--- config.mk ---
export PLATFORM = sky130hd
export DESIGN_NAME = random_byte_pool_server
export DESIGN_NICKNAME = d
export VERILOG_FILES = /design/src/hw/rtl/rbps_pkg.sv /design/src/hw/rtl/rbps_pool_ram.sv /design/src/hw/rtl/random_byte_pool_server.sv
export SDC_FILE = /design/constraint.sdc
export NUM_CORES = 1
export LEC_CHECK = 0
export BUFFER_PORTS_ARGS = -buffer_cell sky130_fd_sc_hd__buf_2
export CAP_MARGIN = 20
export CORE_MARGIN = 2
export CORE_UTILIZATION = 65
export CTS_BUF_LIST = sky130_fd_sc_hd__clkbuf_8
export CTS_CLUSTER_SIZE = 8
export DETAILED_ROUTE_END_ITERATION = 16
export HOLD_SLACK_MARGIN = 0.1
export PLACE_DENSITY = 0.82
export SLEW_MARGIN = 0
export SYNTH_ARGS = -nofsm -noshare
export SYNTH_HDL_FRONTEND = slang
export SYNTH_HIERARCHICAL = 1
export SYNTH_SLANG_ARGS = --single-unit
--- constraint.sdc ---
create_clock -name clk -period 6 [get_ports clk]
set_input_delay 0.9 -clock clk [delete_from_list [all_inputs] [get_ports clk]]
set_output_delay 0.9 -clock clk [all_outputs]
set_load 0.01 [all_outputs]
--- src/hw/rtl/rbps_pkg.sv ---
`timescale 1ns / 1ps

package rbps_pkg;

  localparam int POOL_DEPTH = 64;
  localparam int PTR_W      = $clog2(POOL_DEPTH);
  localparam int CNT_W      = $clog2(POOL_DEPTH + 1);

  localparam logic [7:0] ROLL_LIMIT = 8'd252;

  typedef enum logic [1:0] {
    OP_SAMPLE = 2'd0,
    OP_BYTE   = 2'd1,
    OP_WORD   = 2'd2,
    OP_ROLL   = 2'd3
  } op_t;

  // die face 1..6 from a byte: quotient by reciprocal 171/1024, exact below 256
  function automatic logic [2:0] roll_face(input logic [7:0] b);
    logic [15:0] p;
    logic [5:0]  q;
    logic [7:0]  q6;
    logic [7:0]  r;
    p  = 16'(b) * 16'd171;
    q  = p[15:10];
    q6 = {q, 2'b00} + {1'b0, q, 1'b0};
    r  = b - q6;
    return r[2:0] + 3'd1;
  endfunction

endpackage

--- src/hw/rtl/rbps_pool_ram.sv ---
`timescale 1ns / 1ps

module rbps_pool_ram #(
  parameter int DEPTH = 64,
  parameter int WIDTH = 8,
  parameter int AW    = $clog2(DEPTH)
) (
  input  logic             clk,
  input  logic             we,
  input  logic [AW-1:0]    addr,
  input  logic [WIDTH-1:0] wdata,
  output logic [WIDTH-1:0] rdata
);

  logic [WIDTH-1:0] mem [DEPTH];

  always_ff @(posedge clk) begin
    if (we) begin
      mem[addr] <= wdata;
    end
    rdata <= mem[addr];
  end

endmodule

--- src/hw/rtl/random_byte_pool_server.sv ---
`timescale 1ns / 1ps
// channel | direction | handshake          | payload
// in      | input     | in_valid/in_stall   | opcode, sample_byte, requester
// out     | output    | out_valid/out_stall | reply_valid, reply_dest, reply_value,
//         |           |                     | request_error
// An event reading no pool entry runs S_IDLE, S_TRY, S_FIN; a byte or roll adds S_READ
// and S_WAIT; a word reads 4 bytes in S_READ, one per cycle from the single-port pool.
// rst_n is synchronous; it empties the pool and drops any pending request.
// A finished beat waits in the output register; the next event is taken meanwhile.

module random_byte_pool_server
  import rbps_pkg::*;
(
  input  logic        clk,
  input  logic        rst_n,
  input  logic        in_valid,
  output logic        in_stall,
  input  logic [1:0]  in_opcode,
  input  logic [7:0]  in_sample_byte,
  input  logic [7:0]  in_requester,
  output logic        out_valid,
  input  logic        out_stall,
  output logic        out_reply_valid,
  output logic [7:0]  out_reply_dest,
  output logic [31:0] out_reply_value,
  output logic        out_request_error
);

  typedef enum logic [2:0] {
    S_IDLE,
    S_TRY,
    S_READ,
    S_WAIT,
    S_FIN
  } state_t;

  state_t           state_r;
  logic [CNT_W-1:0] count_r;
  logic             pend_r;
  logic [7:0]       pend_who_r;
  op_t              pend_kind_r;
  logic             err_r;
  logic             srv_r;
  logic [PTR_W-1:0] addr_r;
  logic [1:0]       left_r;
  logic             rd_pend_r;
  logic [31:0]      word_r;
  logic             out_valid_r;
  logic             out_rv_r;
  logic [7:0]       out_dest_r;
  logic [31:0]      out_value_r;
  logic             out_err_r;

  logic             ram_we;
  logic [PTR_W-1:0] ram_addr;
  logic [7:0]       ram_rdata;
  logic             in_fire;
  logic             out_free;
  logic             can_serve;
  logic [CNT_W-1:0] need;
  logic             reply;

  assign in_stall = (state_r != S_IDLE);
  assign in_fire  = in_valid && !in_stall;
  assign out_free = !out_valid_r || !out_stall;

  assign need      = (pend_kind_r == OP_WORD) ? CNT_W'(4) : CNT_W'(1);
  assign can_serve = pend_r && (count_r >= need);
  assign reply     = srv_r && ((pend_kind_r != OP_ROLL) || (word_r[7:0] < ROLL_LIMIT));

  always_comb begin
    ram_we   = 1'b0;
    ram_addr = addr_r;
    if (state_r == S_IDLE) begin
      ram_addr = count_r[PTR_W-1:0];
      ram_we   = in_fire && (op_t'(in_opcode) == OP_SAMPLE) &&
                 (count_r < CNT_W'(POOL_DEPTH));
    end
  end

  rbps_pool_ram #(
    .DEPTH (POOL_DEPTH),
    .WIDTH (8)
  ) u_pool (
    .clk   (clk),
    .we    (ram_we),
    .addr  (ram_addr),
    .wdata (in_sample_byte),
    .rdata (ram_rdata)
  );

  always_ff @(posedge clk) begin
    rd_pend_r <= (state_r == S_READ);
    if (rd_pend_r) begin
      word_r <= {word_r[23:0], ram_rdata};
    end
    if (!rst_n) begin
      state_r     <= S_IDLE;
      count_r     <= '0;
      pend_r      <= 1'b0;
      pend_who_r  <= '0;
      pend_kind_r <= OP_SAMPLE;
      err_r       <= 1'b0;
      srv_r       <= 1'b0;
      out_valid_r <= 1'b0;
    end else begin
      if (out_valid_r && !out_stall) begin
        out_valid_r <= 1'b0;
      end
      case (state_r)
        S_IDLE: begin
          if (in_fire) begin
            err_r <= 1'b0;
            if (op_t'(in_opcode) == OP_SAMPLE) begin
              if (count_r < CNT_W'(POOL_DEPTH)) begin
                count_r <= count_r + CNT_W'(1);
              end
            end else if (pend_r) begin
              err_r <= 1'b1;
            end else begin
              pend_r      <= 1'b1;
              pend_who_r  <= in_requester;
              pend_kind_r <= op_t'(in_opcode);
            end
            state_r <= S_TRY;
          end
        end
        S_TRY: begin
          srv_r <= can_serve;
          if (can_serve) begin
            addr_r  <= PTR_W'(count_r - need);
            left_r  <= 2'(need - CNT_W'(1));
            count_r <= count_r - need;
            state_r <= S_READ;
          end else begin
            state_r <= S_FIN;
          end
        end
        S_READ: begin
          addr_r <= addr_r + PTR_W'(1);
          if (left_r == 2'd0) begin
            state_r <= S_WAIT;
          end else begin
            left_r <= left_r - 2'd1;
          end
        end
        S_WAIT: begin
          state_r <= S_FIN;
        end
        S_FIN: begin
          if (out_free) begin
            out_valid_r <= 1'b1;
            out_rv_r    <= reply;
            out_dest_r  <= reply ? pend_who_r : 8'd0;
            out_err_r   <= err_r;
            if (!reply) begin
              out_value_r <= '0;
            end else if (pend_kind_r == OP_WORD) begin
              out_value_r <= word_r;
            end else if (pend_kind_r == OP_ROLL) begin
              out_value_r <= {29'd0, roll_face(word_r[7:0])};
            end else begin
              out_value_r <= {24'd0, word_r[7:0]};
            end
            if (reply) begin
              pend_r <= 1'b0;
            end
            state_r <= S_IDLE;
          end
        end
        default: begin
          state_r <= S_IDLE;
        end
      endcase
    end
  end

  assign out_valid         = out_valid_r;
  assign out_reply_valid   = out_rv_r;
  assign out_reply_dest    = out_dest_r;
  assign out_reply_value   = out_value_r;
  assign out_request_error = out_err_r;

`ifndef SYNTHESIS
  a_count_bound: assert property (@(posedge clk) disable iff (!rst_n)
    count_r <= CNT_W'(POOL_DEPTH))
    else $error("pool count beyond depth");

  a_count_step: assert property (@(posedge clk) disable iff (!rst_n)
    $past(rst_n) |-> count_r <= $past(count_r) + CNT_W'(1))
    else $error("pool count grew by more than one");

  a_reply_clears: assert property (@(posedge clk) disable iff (!rst_n)
    (state_r == S_FIN && out_free && reply) |=> !pend_r && out_valid_r && out_rv_r)
    else $error("reply left request pending");

  a_serve_pending: assert property (@(posedge clk) disable iff (!rst_n)
    (state_r == S_READ || state_r == S_WAIT) |-> pend_r && srv_r)
    else $error("pool read without pending request");
`endif

endmodule

==> summary by stage, run 1 <==
Outcome
The run finished with clean final reports.

Floorplanning
The row count is 72. The initial core utilization is 0.662. The die covers 41,100 um2. The width of the chip is 203 um. The core area is 38,800 um2. Pin placement for this block handled 66 I/O pins. From bottom edge to top edge, the die measures 203 um.

Critical path
Data on the critical path arrives at its endpoint at 6.20 ns. The critical path goes through ha_1 > fa_1 > fa_1 > inv_1 > fa_1 > inv_1 > ha_1 > and2_1 > a221o_1 > a21oi_1 > o21bai_1 > xor2_1 > ha_1 > inv_1 > ha_1 > xnor2_1 > xnor3_1 > xnor2_1 > xnor2_1 > xnor3_1 > a311oi_1. Counting stages on the worst path, the most repeated cell is sky130_fd_sc_hd__ha_1. The data required time at the worst endpoint is 6.47 ns.

The maximum net fanout on the critical path is 4. The depth of the worst register-to-register path is 21. The buffers plus inverters on the worst setup path is 3. The endpoint identified for the worst register-to-register timing path is out_reply_value[2]$_SDFFCE_PN0P_. The worst setup path is launched from a register. STA classifies the critical path endpoint as a register. The critical path's slowest cell is sky130_fd_sc_hd__fa_1. The setup slack of the worst register-to-register path is 0.27 ns. Among cell families on the critical path, the largest total delay comes from adder cells. The maximum cell stage delay along the critical path is 0.53 ns. The critical register-to-register path startpoint is word_r[1]$_DFFE_PP_. The type of the worst setup path is register to register.

GRT
The number of global-route vias before repair is 14,900. The overall global routing resource usage is 0.289. The initial antenna violation count is 2. After global routing the overflow that remains totals 0. The wire length of the first global-routing pass is 87,700 um. The pin count of the biggest net entering global routing is 92.

Route
The vias per cell is 6.60. After detailed routing, the number of remaining DRC violations is 0. The final layout contains routed wiring with a total length of 58,200 um. The average wire length per cell after detail routing is 25.7 um.

The DRC marker count from the first detailed-route iteration is 1,661. The antenna violation net count after detailed routing is 0. The number of detailed-routing iterations run before antenna repair is 6. The total via count in the routed design is 14,900.

Synthesis
The cell taking the most area after synthesis is sky130_fd_sc_hd__edfxtp_1. The synthesized netlist net count is 1,646. The number of different library cells in the post-synthesis netlist is 75. The count of warnings emitted by yosys is 6.

Yosys attributes the largest share of cell area to sky130_fd_sc_hd__edfxtp_1, sky130_fd_sc_hd__mux4_2, sky130_fd_sc_hd__mux2i_1. By count the netlist is led by sky130_fd_sc_hd__edfxtp_1, sky130_fd_sc_hd__nor2_1, sky130_fd_sc_hd__mux2i_1. In the post-synthesis netlist, the cell with the most instances is sky130_fd_sc_hd__edfxtp_1.

The count of flip-flops with a built-in enable after synthesis is 594. The sequential cell area fraction in the yosys report is 0.720. The gate count of the mapped netlist is 1,580. The prevailing post-synth register cell is sky130_fd_sc_hd__edfxtp_1. The share of synthesized area in the top cell type comes to 0.694.

A synthesized cell averages 16.3 um2. The synthesized area is 25,700 um2. Synthesis inferred 627 register bits.

Counting flops with an async set or reset pin after synthesis yields a share of 0.

Flow run
The number of max-cap violations is 0.

Finish
From synthesis to final layout, the design area changed by 9.71%. In the final design database the tool counted 1,749 nets. The finished cells cover 28,200 um2. Of the cells placed in the final design, the portion with a size suffix greater than 1 is 0.161.

Placed design
The detailed placer's ending HPWL is 34,900 um. The global placer's final weighted congestion is 0.889. The placement-stage cell area is 26,500 um2. The number of port buffers is 65.

Clocking
The number of hold buffers added after CTS is 0. The TritonCTS buffer count is 96. Clock-pin slew was measured on the worst setup and hold paths at 0.06 ns. The clock insertion delay at the later pin of the skew report is 0.67 ns.

The clock tree from TritonCTS is yes. The clock root buffer is sky130_fd_sc_hd__clkbuf_8. CTS saw 627 sinks.

The H-tree level count is 3. The post-CTS resize count is 0. The clock tree buffer depth is 3.

STA
The final clock skew is 0.0234 ns. Setup repair after global routing left no endpoint under its margin. The highest attainable clock frequency is 174 MHz.

The slew at the pin closest to its max-slew limit is 1.16 ns. The final hold slack is 0.399 ns. The aggregate negative setup slack is 0 ns.

The setup-violating endpoint count in the final report is 0. The count of endpoints failing hold in the final timing report is 0. In the finished design, the share of the clock period the worst path needs comes to 0.956. The normalized max-slew margin is 0.223. The worst path needs 5.73 ns of the cycle, external delays included. The final count of pins violating max slew is 0.

Worst hold path
The beginning of the worst hold path is u_pool/rdata[6]$_DFF_P_. The worst hold path was traced through 0 stages. The worst hold path endpoint is word_r[6]$_DFFE_PP_. The type of the tightest min-delay check is register to register.

Pwr
The standby leakage power is 9.56 nW. In this run the power density over the cells is 321 nW/um2. Across the VDD grid, the largest voltage drop is 0.273 mV.
registers in the layout (all words and copies together), names as in the netlist, 3 cells and up:
signal	flops
out_reply_value	32
addr_r	6
state_r	3
count_r	7
word_r	32
u_pool/rdata	8
out_reply_dest	8
u_pool/mem	512
pend_who_r	8
layout make-up:
cell class	count	area, um2
fill	2304	10600
inverter	34	128
antenna	2	5.00
multi-input combinational	825	6620
tap	518	648
clock inverter	53	255
clock buffer	102	1400
sequential	627	18500
timing repair buffer	99	618
through the flow:
step	setup slack [ns]	power, mW	util	cells
after floorplan	0.489	5.64	-	1580
after global placement	0.407	5.95	0.681	2098
after detailed placement	0.212	5.98	0.681	2098
after CTS	0.216	9.07	0.724	2253
after global routing	0.00653	9.35	0.726	2260
final	0.265	9.05	0.726	2260
worst register-to-register path, stage by stage (launching register included):
cell	delay [ns]
sky130_fd_sc_hd__edfxtp_1	0.39
sky130_fd_sc_hd__ha_1	0.35
sky130_fd_sc_hd__fa_1	0.49
sky130_fd_sc_hd__fa_1	0.51
sky130_fd_sc_hd__inv_1	0.06
sky130_fd_sc_hd__fa_1	0.53
sky130_fd_sc_hd__inv_1	0.05
sky130_fd_sc_hd__ha_1	0.33
sky130_fd_sc_hd__and2_1	0.19
sky130_fd_sc_hd__a221o_1	0.31
sky130_fd_sc_hd__a21oi_1	0.12
sky130_fd_sc_hd__o21bai_1	0.12
sky130_fd_sc_hd__xor2_1	0.17
sky130_fd_sc_hd__ha_1	0.29
sky130_fd_sc_hd__inv_1	0.04
sky130_fd_sc_hd__ha_1	0.18
sky130_fd_sc_hd__xnor2_1	0.14
sky130_fd_sc_hd__xnor3_1	0.42
sky130_fd_sc_hd__xnor2_1	0.21
sky130_fd_sc_hd__xnor2_1	0.15
sky130_fd_sc_hd__xnor3_1	0.22
sky130_fd_sc_hd__a311oi_1	0.29
worst max path at each step:
stage                             start  depth (start not counted)                               end
floorplan           word_r[1]$_DFFE_PP_                         21  out_reply_value[2]$_SDFFCE_PN0P_
global placement    word_r[2]$_DFFE_PP_                         21  out_reply_value[2]$_SDFFCE_PN0P_
detailed placement  word_r[2]$_DFFE_PP_                         21  out_reply_value[2]$_SDFFCE_PN0P_
CTS                 word_r[2]$_DFFE_PP_                         21  out_reply_value[2]$_SDFFCE_PN0P_
global route        word_r[1]$_DFFE_PP_                         21  out_reply_value[2]$_SDFFCE_PN0P_
finish              word_r[1]$_DFFE_PP_                         21  out_reply_value[2]$_SDFFCE_PN0P_
per-layer routing:
metal | part of all wire | GRT usage
met1 | 0.36 | 0.379
met2 | 0.47 | 0.457
met3 | 0.11 | 0.0706
met4 | 0.051 | 0.149
met5 | 0 | 0
layout by cell type (no fill, tap or decap), types with 33 or more instances in the layout:
master	netlist	final
sky130_fd_sc_hd__a21oi_1	39	39
sky130_fd_sc_hd__a22oi_1	41	41
sky130_fd_sc_hd__and2_1	49	49
sky130_fd_sc_hd__buf_2	32	65
sky130_fd_sc_hd__clkbuf_8	0	102
sky130_fd_sc_hd__dfxtp_1	33	33
sky130_fd_sc_hd__edfxtp_1	594	594
sky130_fd_sc_hd__ha_1	33	33
sky130_fd_sc_hd__inv_1	34	70
sky130_fd_sc_hd__mux2i_1	74	74
sky130_fd_sc_hd__mux4_2	41	41
sky130_fd_sc_hd__nand2_1	62	62
sky130_fd_sc_hd__nor2_1	97	96
power breakdown:
part	total [mW]	switching, mW	internal (mW)
Sequential	4.87	0.0247	4.84
Clock	3.12	1.53	1.59
Combinational	1.06	0.673	0.388
Total	9.05	2.23	6.82
timing repair:
action | in CTS | in global routing
setup buffers | 0 | 2
setup endpoints to repair | 0 | 1
endpoints found under the hold margin | 0 | 0
cells by family after synthesis:
family          synth area share
buf+inv                   0.0232
xor+xnor                 0.00823
mux                       0.0727
compound gates            0.0784
fa+ha+maj                 0.0246
simple gates              0.0727
flops                      0.720
(Power assumes the default switching activity.)
==> inputs of run 2 (changes only) <==
--- a/config.mk
+++ b/config.mk
@@ -5,6 +5,7 @@
 export SDC_FILE = /design/constraint.sdc
 export NUM_CORES = 1
 export LEC_CHECK = 0
+export ABC_AREA = 1
 export BUFFER_PORTS_ARGS = -buffer_cell sky130_fd_sc_hd__buf_2
 export CAP_MARGIN = 20
 export CORE_MARGIN = 2
==> run 2 against run 1 <==
Effect of this change: critical path depth fell by 11; combinational power rose by 110%; non-clock buffer count fell by 12; sequential share of layout area fell by 3.5 points; largest power group unchanged; global-route usage fell by 0.50 points; clock power rose by 3%; cell area rose by 5.6%; fmax rose by 27%; synthesized area rose by 6.8%; setup slack improved by 1.2 ns; cell count rose by 49%; register-to-register slack improved by 1.2 ns.
==> summary by stage, run 2 <==
Worst hold path
The beginning of the worst hold path is u_pool/rdata[0]$_DFF_P_. The path class of the tightest hold or removal check is register to register.

Synthesis
The most repeated cell in the gate-level netlist after synthesis is sky130_fd_sc_hd__nand2_1. Of the synthesized area, sequential elements account for 0.674. The prevailing post-synth register cell is sky130_fd_sc_hd__edfxtp_1. Counting flops with an async set or reset pin after synthesis yields a share of 0. The count of warnings emitted by yosys is 6. The gate count of the mapped netlist is 2,691. The synthesized area is 27,400 um2. Of the total synthesized cell area, the portion taken by XOR and XNOR cells is 0.00351. The fraction of the mapped netlist area in compound gates is 0.0192. The area share of the leading cell type in the synthesized netlist is 0.650. The synthesized netlist net count is 2,757. The area fraction in and, or, nand and nor cells after synthesis is 0.238. The cell taking the most area after synthesis is sky130_fd_sc_hd__edfxtp_1.

Dividing the synthesized area by the synthesized cell count gives 10.2 um2. By area the synthesized netlist is led by sky130_fd_sc_hd__edfxtp_1, sky130_fd_sc_hd__nand2_1, sky130_fd_sc_hd__dfxtp_1. The flop and latch count out of synthesis is 627.

The number of different library cells used by synthesis comes to 46. The count of flip-flops with a built-in enable after synthesis is 594. The largest family of logic cells by synthesized area is simple AND/OR/NAND/NOR gates. Of the total synthesized cell area, the portion taken by full adders, half adders and majority gates is 0.0231. The proportion of synthesized area in mux cells is 0.000365. By count the netlist is led by sky130_fd_sc_hd__nand2_1, sky130_fd_sc_hd__edfxtp_1, sky130_fd_sc_hd__nor2_1.

Pwr
The standby leakage power is 12.6 nW. The peak supply drop is 0.283 mV. For this design the ratio of total power to cell area is 348 nW/um2. After layout, the design draws a total of 10.3 mW.

Finish
Leaving out fill and tap cells, the most frequent cell in the layout is sky130_fd_sc_hd__nand2_1. More flip-flops sit in one register than any other, and that register is u_pool/mem. Of the cells placed in the final design, the portion with a size suffix greater than 1 is 0.0894. In the layout the commonest cells are sky130_fd_sc_hd__nand2_1, sky130_fd_sc_hd__edfxtp_1, sky130_fd_sc_hd__inv_1. The final design area excluding fillers is 29,800 um2. After the last flow step, the layout net total stands at 2,834. Leaving out filler cells and counting taps, the final layout contains 3,368. After filler insertion, the fill cell instance count of the layout stands at 2,875.

The area added between synthesis and finish is 8.50%. The number of antenna cells inserted is 0. The number of flip-flops under the largest register name is 512.

Critical path
In this design, the largest share of critical-path delay is due to simple AND/OR/NAND/NOR gates. The beginning of the critical path is state_r[1]$_SDFFE_PN0P_. The worst setup path is of the register to register kind. Among all stages on the critical path, the largest delay is contributed by sky130_fd_sc_hd__nor2_1. STA classifies the critical path endpoint as a register.

For this run, the slowest stage of the critical path takes 0.90 ns. The critical register-to-register path startpoint is state_r[1]$_SDFFE_PN0P_. The signal on the critical path passes through nor2_2 > inv_2 > nor2_8 > inv_2 > o21ai_4 > clkinv_1 > buf_4 > nor2_2 > nand3_1 > nor2_1. For the worst setup path, the data arrival time is 4.81 ns. In this run the worst path has a maximum fanout of 61.

The worst setup path is launched from a register. STA puts the critical path data required time at 6.28 ns. Together, buffers and inverters on the worst path number 4.

Floorplanning
The core region is 41,800 um2. The die is 209 um wide. For this design the top-level I/O count stands at 66. The die height is 209 um. The row count is 75.

The initial core utilization is 0.657. The total die area is 43,900 um2.

Clocking
Clock-pin slew was measured on the worst setup and hold paths at 0.06 ns. The TritonCTS buffer count is 96. The post-CTS resize count is 0. The clock root buffer is sky130_fd_sc_hd__clkbuf_8. After clock tree synthesis, the flow added hold-fix buffers numbering 0. The CTS sink count is 627. The post-CTS setup repair buffer count is 0. The clock tree from TritonCTS is yes. The H-tree level count is 3. For the worst-skew pair, the clock arrives at the later sink with an insertion delay of 0.67 ns. The clock passes through at most 3 buffers.

Route
For this block, the routed nets add up to 61,400 um of wire. The DRC marker count from the first detailed-route iteration is 2,095. Dividing the detail-routed wire length by the instance count gives 18.2 um. For this run, design rule violations remaining after detail routing come to 0. The antenna violation net count after detailed routing is 0.

The pre-antenna-repair detailed-routing pass consisted of 6 iterations. The detailed router placed 18,800 vias in this run. In the routed layout, each cell is associated on average with a via count of 5.57.

STA
The final count of pins violating max slew is 0. The count of endpoints failing hold in the final timing report is 0. The aggregate negative setup slack is 0 ns. The normalized max-slew margin is 0.202. Setup repair after global routing left no endpoint under its margin. Hold timing on the final database bottoms out at a slack of 0.407 ns.

The slew at the pin closest to its max-slew limit is 1.18 ns. The final critical delay including setup and external delays is 4.53 ns. The final clock skew is 0.0295 ns. The highest attainable clock frequency is 221 MHz. The setup-violating endpoint count in the final report is 0.

The fraction of the cycle the final worst path needs is 0.755.

GRT
The overall global routing resource usage is 0.284. The number of global-route vias before repair is 18,500. Entering global routing, the biggest net connects 167 pins. The initial antenna violation count was 0. The sum of overflow across all layers after global routing is 0. The first global-routing pass estimated 96,100 um of wire.

Placed design
After legalization and detailed placement, the total HPWL measured 36,500 um. Buffers placed on the I/O ports in this run total 65. The count of placed standard cells including taps is 3,209. The congestion estimate from routability-driven global placement came to 0.933. Once placement finished, the instance area stood at 28,000 um2.

Outcome
The flow ran to the end, and the final reports show no timing, DRC or antenna violations.

Flow run
Across the run, the number of max-cap violations was 0.
==> run 2: final timing paths <==
kind                                 end  slack [ns]  cells after the start
max          u_pool/mem[36][6]$_DFFE_PP_        1.47                     10
min reg2reg          word_r[0]$_DFFE_PP_        0.41                      0
max reg2reg  u_pool/mem[36][6]$_DFFE_PP_        1.47                     10
min                  word_r[0]$_DFFE_PP_        0.41                      0
==> run 2: worst register-to-register path, cell delays in order, from the launching register on <==
cell and delay (ns):
sky130_fd_sc_hd__dfxtp_1 0.37, sky130_fd_sc_hd__nor2_2 0.13, sky130_fd_sc_hd__inv_2 0.07, sky130_fd_sc_hd__nor2_8 0.13, sky130_fd_sc_hd__inv_2 0.13, sky130_fd_sc_hd__o21ai_4 0.77
sky130_fd_sc_hd__clkinv_1 0.18, sky130_fd_sc_hd__buf_4 0.38, sky130_fd_sc_hd__nor2_2 0.35, sky130_fd_sc_hd__nand3_1 0.73, sky130_fd_sc_hd__nor2_1 0.91
==> run 2: per-layer routing <==
metal | routed length [um] | part of all wire | GRT usage | vias up
met1 | 23600 | 0.38 | 0.367 | 8791
met3 | 5380 | 0.088 | 0.0486 | 168
met5 | 0 | 0 | 0 | -
li1 | - | - | - | 8878
met4 | 2630 | 0.043 | 0.131 | 0
met2 | 29700 | 0.48 | 0.477 | 936
==> run 2: area by class of cell <==
| type | instances | area [um2] | share of cell area |
|---|---|---|---|
| timing repair buffer | 87 | 508 | 0.0171 |
| sequential | 627 | 18500 | 0.621 |
| inverter | 138 | 527 | 0.0177 |
| multi-input combinational | 1818 | 7840 | 0.263 |
| clock inverter | 53 | 265 | 0.00891 |
| tap | 539 | 674 | 0.0227 |
| clock buffer | 106 | 1460 | 0.0490 |
==> run 2: cells by family (layout without fill, tap and decap cells) <==
family | Yosys count | in the layout
xor gates and xnor gates | 11 | 11
and+or+nand+nor | 1672 | 1672
muxes | 1 | 1
adders and majority gates | 44 | 44
DFF | 627 | 627
buffers and inverters | 246 | 384
AOI/OAI and AO/OA | 90 | 90
==> run 2: report_power, final <==
part           switching (mW)  total (mW)  internal [mW]
sequential             0.0461        4.94           4.89
combinational            1.61        2.20          0.586
clock                    1.53        3.21           1.68
==> run 2: metrics by stage <==
step,util,setup slack [ns]
floorplan,-,1.28
global placement,0.672,1.75
detailed placement,0.672,1.67
CTS,0.713,1.64
global route,0.713,1.32
finish,0.713,1.47
